**src/rtl/core/yee_fdtd_grid_step_assert.svh**
```systemverilog
// ----------------------------------------------------------------------------
// yee_fdtd_grid_step assertion macros
// Concurrent assertion wrappers, compiled out when ASSERT_OFF is set.
// ----------------------------------------------------------------------------
`ifndef YEE_FDTD_GRID_STEP_ASSERT_SVH
`define YEE_FDTD_GRID_STEP_ASSERT_SVH
`ifndef ASSERT_OFF
// same-cycle implication
`define YSG_ASSERT_IMP(lbl, clk, rst_n, ante, cons) \
    lbl: assert property (@(posedge clk) disable iff (!rst_n) (ante) |-> (cons)) \
        else $error("ysg assertion failed");
// next-cycle implication
`define YSG_ASSERT_NXT(lbl, clk, rst_n, ante, cons) \
    lbl: assert property (@(posedge clk) disable iff (!rst_n) (ante) |=> (cons)) \
        else $error("ysg assertion failed");
`else
`define YSG_ASSERT_IMP(lbl, clk, rst_n, ante, cons)
`define YSG_ASSERT_NXT(lbl, clk, rst_n, ante, cons)
`endif
`endif

```
**src/rtl/core/ysg_pkg.sv**
```systemverilog
// ----------------------------------------------------------------------------
// ysg_pkg
// Shared types and constants of the Yee grid update engine.
// ----------------------------------------------------------------------------
package ysg_pkg;

    localparam int FIELD_W   = 32;
    localparam int COEF_W    = 32;
    localparam int COEF_FRAC = 30;
    localparam int AXIS_W    = 5;
    localparam int DIM_W     = 6;
    localparam int COMP_W    = 3;
    localparam int ADDR_W    = 18;
    localparam int MEM_DEPTH = 196608;
    localparam int MAX_AXIS  = 32;
    localparam int DIFF_W    = FIELD_W + 1;
    localparam int PROD_W    = COEF_W + DIFF_W;
    localparam int ACC_W     = PROD_W + 2;

    typedef enum logic [1:0] {
        REQ_LOAD = 2'd0,
        REQ_STEP = 2'd1,
        REQ_READ = 2'd2,
        REQ_NONE = 2'd3
    } t_req;

    typedef enum logic [2:0] {
        ST_CLEAR,
        ST_IDLE,
        ST_RD_WAIT,
        ST_UPD,
        ST_FRC,
        ST_DRAIN
    } t_state;

    typedef enum logic [2:0] {
        MAC_IDLE,
        MAC_OLD,
        MAC_BASE,
        MAC_D1,
        MAC_BASE2,
        MAC_D2,
        MAC_ACC,
        MAC_SUB
    } t_mac_op;

    typedef struct packed {
        t_mac_op op;
        logic    fwd;
    } t_mac_ctl;

    typedef struct packed {
        logic                     mark;
        logic signed [COEF_W-1:0] self_coef;
        logic signed [COEF_W-1:0] first;
        logic signed [COEF_W-1:0] second;
    } t_param;

endpackage

```
**src/rtl/core/ysg_mac.sv**
```systemverilog
// ----------------------------------------------------------------------------
// ysg_mac
// Node update datapath: neighbor differences, one shared multiplier,
// accumulator, shift and saturation.
// ----------------------------------------------------------------------------
module ysg_mac (
    input  logic                                    i_clk,
    input  ysg_pkg::t_mac_ctl                       i_ctl,
    input  logic signed [ysg_pkg::FIELD_W-1:0]      i_field,
    input  ysg_pkg::t_param                         i_par,
    output logic signed [ysg_pkg::FIELD_W-1:0]      o_result
);
    import ysg_pkg::*;

    localparam int SH_W = ACC_W - COEF_FRAC;

    logic signed [FIELD_W-1:0] r_old;
    logic signed [FIELD_W-1:0] r_base;
    logic signed [COEF_W-1:0]  r_self;
    logic signed [COEF_W-1:0]  r_first;
    logic signed [COEF_W-1:0]  r_second;
    logic signed [DIFF_W-1:0]  r_d1;
    logic signed [DIFF_W-1:0]  r_d2;
    logic signed [PROD_W-1:0]  r_prod;
    logic signed [ACC_W-1:0]   r_acc;

    logic signed [COEF_W-1:0]  mul_a;
    logic signed [DIFF_W-1:0]  mul_b;
    logic signed [DIFF_W-1:0]  diff;
    logic signed [SH_W-1:0]    sh;

    // neighbor difference, forward for H and backward for E
    always_comb begin
        if (i_ctl.fwd) begin
            diff = DIFF_W'(i_field) - DIFF_W'(r_base);
        end else begin
            diff = DIFF_W'(r_base) - DIFF_W'(i_field);
        end
    end

    // multiplier operand select
    always_comb begin
        mul_a = r_self;
        mul_b = DIFF_W'(r_old);
        case (i_ctl.op)
            MAC_D2:  begin mul_a = r_first;  mul_b = r_d1; end
            MAC_ACC: begin mul_a = r_second; mul_b = r_d2; end
            default: begin mul_a = r_self;   mul_b = DIFF_W'(r_old); end
        endcase
    end

    // operand capture, product and accumulation
    always_ff @(posedge i_clk) begin
        r_prod <= mul_a * mul_b;
        case (i_ctl.op)
            MAC_OLD: begin
                r_old    <= i_field;
                r_self   <= i_par.self_coef;
                r_first  <= i_par.first;
                r_second <= i_par.second;
            end
            MAC_BASE, MAC_BASE2: r_base <= i_field;
            MAC_D1:  r_d1 <= diff;
            MAC_D2: begin
                r_d2  <= diff;
                r_acc <= ACC_W'(r_prod);
            end
            MAC_ACC: r_acc <= r_acc + ACC_W'(r_prod);
            MAC_SUB: r_acc <= r_acc - ACC_W'(r_prod);
            default: ;
        endcase
    end

    // floor shift and saturation to the field width
    always_comb begin
        sh = r_acc[ACC_W-1:COEF_FRAC];
        if ((&sh[SH_W-1:FIELD_W-1]) || !(|sh[SH_W-1:FIELD_W-1])) begin
            o_result = sh[FIELD_W-1:0];
        end else if (sh[SH_W-1]) begin
            o_result = {1'b1, {(FIELD_W-1){1'b0}}};
        end else begin
            o_result = {1'b0, {(FIELD_W-1){1'b1}}};
        end
    end

endmodule

```
**config.mk**
```make
export PLATFORM = sky130hd
export DESIGN_NAME = ysg_mac
export DESIGN_NICKNAME = d
export VERILOG_FILES = /design/src/rtl/core/yee_fdtd_grid_step_assert.svh /design/src/rtl/core/ysg_pkg.sv /design/src/rtl/core/ysg_mac.sv
export SDC_FILE = /design/constraint.sdc
export NUM_CORES = 2
export LEC_CHECK = 0
export BUFFER_PORTS_ARGS = -buffer_cell sky130_fd_sc_hd__buf_4
export CORE_MARGIN = 4
export CORE_UTILIZATION = 45
export DETAILED_ROUTE_END_ITERATION = 8
export PLACE_DENSITY = 0.7
export REMOVE_ABC_BUFFERS = 1
export SLEW_MARGIN = 20
export SYNTH_ARGS = -nofsm -noshare
export SYNTH_HDL_FRONTEND = slang
export SYNTH_SLANG_ARGS = --single-unit
```
**constraint.sdc**
```tcl
create_clock -name i_clk -period 10.3 [get_ports i_clk]
set_input_delay 1.03 -clock i_clk [delete_from_list [all_inputs] [get_ports i_clk]]
set_output_delay 1.03 -clock i_clk [all_outputs]
set_load 0.03 [all_outputs]
```
# After elaboration in Yosys (flattened, before gate mapping)
# Cells that the tools add are included.
# classes
add_sub_neg	4
reduce_logical	6
mux	6
n_eq_ne	7
n_mul	1
# op_table
op	count
$pmux 67 s3	1
$add 67x65->67	1
$sub 67x65->67	1
$pmux 33 s2	1
$sub 32x32->33	2
$mul 32x33->65	1
$mux 32	2
$pmux 32 s2	1
$mux 33	1
$eq 3x3->1 const B	4
$eq 3x2->1 const B	2
$reduce_and 6->1	1
$reduce_or 6->1	1
$eq 3x1->1 const B	1
$reduce_bool 3->1	1
$reduce_or 2->1	1
$logic_not 1->1	1
$logic_or 1x1->1	1
# word_totals
out_inout_bits	32
wordCells	33
register_bits	358
inputBits	134

# Longest topological paths before layout
# depth
ltp_word	4
mapped_depth	39
ltp_nobuf	35

# Least setup slack after synthesis
# OpenSTA, ideal clock, no wires.
# synth_path
kind	in2reg
start	input port i_ctl[2] (netlist name)
end	register r_first[0] (enable)
n_path_buf	3
arrival_time_ns	10.351
required_ns	9.529
setup_slack_ns	-0.822
path_stages	4
setup_time_ns	0.771
cell_sequence	clkbuf_1 buf_1 buf_1 nor3_1
# synth_between
elab_chain_len	1
# synth_rtl
element	line_no	rtl
start, declared	ysg_mac.sv:8	input ysg_pkg::t_mac_ctl i_ctl,
$eq 3x1->1	ysg_mac.sv:55	case (i_ctl.op)
end signal, assigned	ysg_mac.sv:59	r_first <= i_par.first;
end, declared	ysg_mac.sv:20	logic signed [COEF_W-1:0] r_first;
# Every way passes these cells.
# A chain may end at the register's enable or synchronous reset.

# Worst setup path in the final report
# layout_path
start	input port i_ctl[1] (netlist name)
end	register r_prod[64]
# layout_between
elab_chain_len	3
elab_cells_between_ends	5
classes_between	mul: 1; eq/ne: 2; mux: 2
# layout_rtl
element	line_no	rtl
$eq 3x3->1	ysg_mac.sv:45	case (i_ctl.op)
$pmux 32 s2 / $pmux 33 s2 (equally long branches)	ysg_mac.sv:45	
$mul 32x33->65 (*)	ysg_mac.sv:54	r_prod <= mul_a * mul_b;
end signal, assigned	ysg_mac.sv:54	
end, declared	ysg_mac.sv:24	logic signed [PROD_W-1:0] r_prod;
# Mark *: on every way between the ends. The rest lies on a longest branch, timed or not.

==> flow_summary_export.csv <==
group,metric,value,unit
place,hpwl,142,mm
critical_path,crit_path_max_incr_delay,0.69,ns
sta,slew_viol_final,0,
floorplanning,die_x,369,um
synthesis,synth-seq-cells,358,
sta,min_period,9.55,ns
sta,fin_crit_sh,92.7,%
clocking,clk_latency,0.61,ns
synthesis,synthArstFlopShare,0,%
critical_path,path_class,"in -> reg",
critical_path,required,10.77,ns
synthesis,synth_cell_types,85,
floorplanning,start_util,45.3,%
place,post-place-ws,0.249,ns
place,dp.cells,8316,
synthesis,synth_edf_count,293,
drt,route.vias.total,45801,
global_route,grt_pass1_vias,47964,
drt,via_per_inst,5.46,
floorplanning,io_pins,166,
global_route,antenna_found_initial,1,
critical_path,worst-r2r-setup-slack,1.49,ns
place,place_area,63800,sq um
critical_path,cp_max_fo,19,
synthesis,avgSynthCellArea,9.11,sq um
synthesis,netlist_area,58700,sq um
synthesis,synthFlopType,"edfxtp_1",
drt,postRouteAntennaNets,0,
sta,skew,0.0422,ns
drt,wl_per_cell,20.6,um
place,place.gp.congestion,0.980,
final_layout,layout_commonest_cell,"inv_1",
sta,hold_viol_final,0,
synthesis,synth_top_cell_by_area,"fa_1",
final_layout,final_cell_mix,"inv_1 (1197), fa_1 (1115), nand2_1 (718), nor2_1 (706), buf_4 (429)",
critical_path,cp_slowest_cell,"a211o_1",
global_route,grt_use_total,25.6,%
sta,setup_viol,0,
clocking,post-cts-setup-buffers,0,
synthesis,synthTopCellsByArea,"fa_1 (38%), edfxtp_1 (15%), inv_1 (7.7%)",
sta,post-route-worst-setup-slack,0.753,ns
sta,rsz0062_at_grt,"no",
sta,tightest_slew,1.01,ns
floorplanning,dieHeight,369,um
place,port_buffers,164,
critical_path,cp-end-kind,"flip-flop",
drt,drtIter0Drc,3984,
global_route,grt_max_degree,78,
clocking,clock_sinks,358,
clocking,ctsHoldBuffers,0,
synthesis,synth_top_area_share,38.0,%
clocking,cts_resized,0,
job,max_cap_viol_count,0,
clocking,cts_made_buffers,42,
clocking,clk_path_buf_depth,3,
synthesis,yosysWarnings,0,
global_route,grt_pass1_wl,272,mm
min_path,worstHoldPathType,"reg -> reg",
final_layout,drive_above_1_share,9.55,%
floorplanning,coreArea,129000,sq um
drt,dr.pass1.iters,6,
synthesis,synthCells,6442,
clocking,tritoncts,"yes",
outcome,status,"completed",
critical_path,cp.arrival,10.02,ns
critical_path,critical_path.startpoint_type,"primary input",
final_layout,fin_cells,8392,
clocking,ctsRootBufferMaster,"clkbuf_16",
drt,routed_wirelength,173,mm
synthesis,synth-seq-area-share,17.2,%
floorplanning,num_rows,132,
final_layout,diodes,0,
critical_path,crit_top_cell,"fa_1",
sta,fmax,0.105,GHz
sta,maxSlewHeadroom,32.3,%
final_layout,layout.nets,8184,
final_layout,stdcell_area,65400,sq um
final_layout,synthToLayoutAreaGrowth,11.3,%
floorplanning,die-area,136000,sq um
clocking,htree_levels,2,
clocking,clkTransAtPathRegs,0.06,ns
drt,drc,0,
global_route,overflow,0,
final_layout,fillers,11929,
-- cell type report --
type                       count  area (sq um)  area share (%)
tap                         1742          2180            3.33
timing repair buffer         463          3890            5.96
sequential                   358         10100            15.5
clock buffer                  54          1230            1.89
inverter                    1200          4500            6.89
clock inverter                22           284           0.435
multi-input combinational   4553         43200            66.0
-- sequential cells by signal, indices dropped and copies added (netlist names) --
name / flops
r_acc: 67
r_d2: 33
r_first: 32
r_self: 32
r_base: 32
r_prod: 65
r_d1: 33
r_old: 32
r_second: 32
-- logic make-up after synthesis --
group           count (synthesis)  synth area share (%)
buf+inv                      1531                  9.80
flops                         358                  17.2
xor+xnor                      230                  3.43
mux                             9                 0.156
simple gates                 1804                  13.2
fa+ha+maj                    1432                  44.8
compound gates               1078                  11.4
-- per-layer routing --
metal | routed length [um] | global-route usage (%)
met5 | 0 | 0
met1 | 70800 | 34.3
met4 | 7640 | 9.49
met2 | 78400 | 41.2
met3 | 16000 | 5.43
-- Yosys cell counts (8+ instances only) --
cell	count
o21ai_1	10
ha_1	317
or2_2	17
nand2b_1	29
mux2i_1	8
buf_1	22
o21ai_0	360
nor2b_1	26
nand2_1	719
edfxtp_1	293
nand4_1	40
a22o_1	20
a211o_1	45
o21bai_1	33
or3_1	66
xnor2_1	143
o21a_1	15
xor2_1	87
o31ai_1	18
nor3_1	25
and2_1	52
clkbuf_1	305
a21o_1	149
a211oi_1	64
dfxtp_1	65
a31oi_1	17
and3_1	39
a21boi_0	13
inv_1	1200
nor4_1	10
o22ai_1	10
a21oi_1	244
fa_1	1115
nand3_1	38
nor2_1	709
o211ai_1	16
-- stage by stage --
| step | TNS, ns | utilization (%) | hold WS, ns |
|---|---|---|---|
| detailed placement | 0 | 49.3 | 0.544 |
| finish | 0 | 50.5 | 0.549 |
| CTS | 0 | 50.5 | 0.547 |
| global placement | 0 | 49.3 | 0.551 |
| global route | 0 | 50.5 | 0.569 |
| floorplan | -107.62 | - | 0.504 |
-- worst max-delay path: cells and delay by family --
family,cells,cell delay (ns)
AO/OA/AOI/OAI,9,2.58
XOR/XNOR,1,0.13
adder cells (fa/ha/maj),9,4.56
buffers and inverters,7,1.37
AND/OR/NAND/NOR,2,0.32
-- path summary, 6_finish.rpt --
path / startpoint / end / cells after the start
setup / recovery: i_ctl[1] / r_prod[64] / 28
hold reg to reg: r_prod[56] / r_acc[56] / 2
setup reg to reg: r_d2[23] / r_prod[64] / 28
hold / removal: r_prod[56] / r_acc[56] / 2
Power is left out: the tool's default activity adds up to more than one toggle a clock period on the data nets, which glitch-free logic cannot reach.
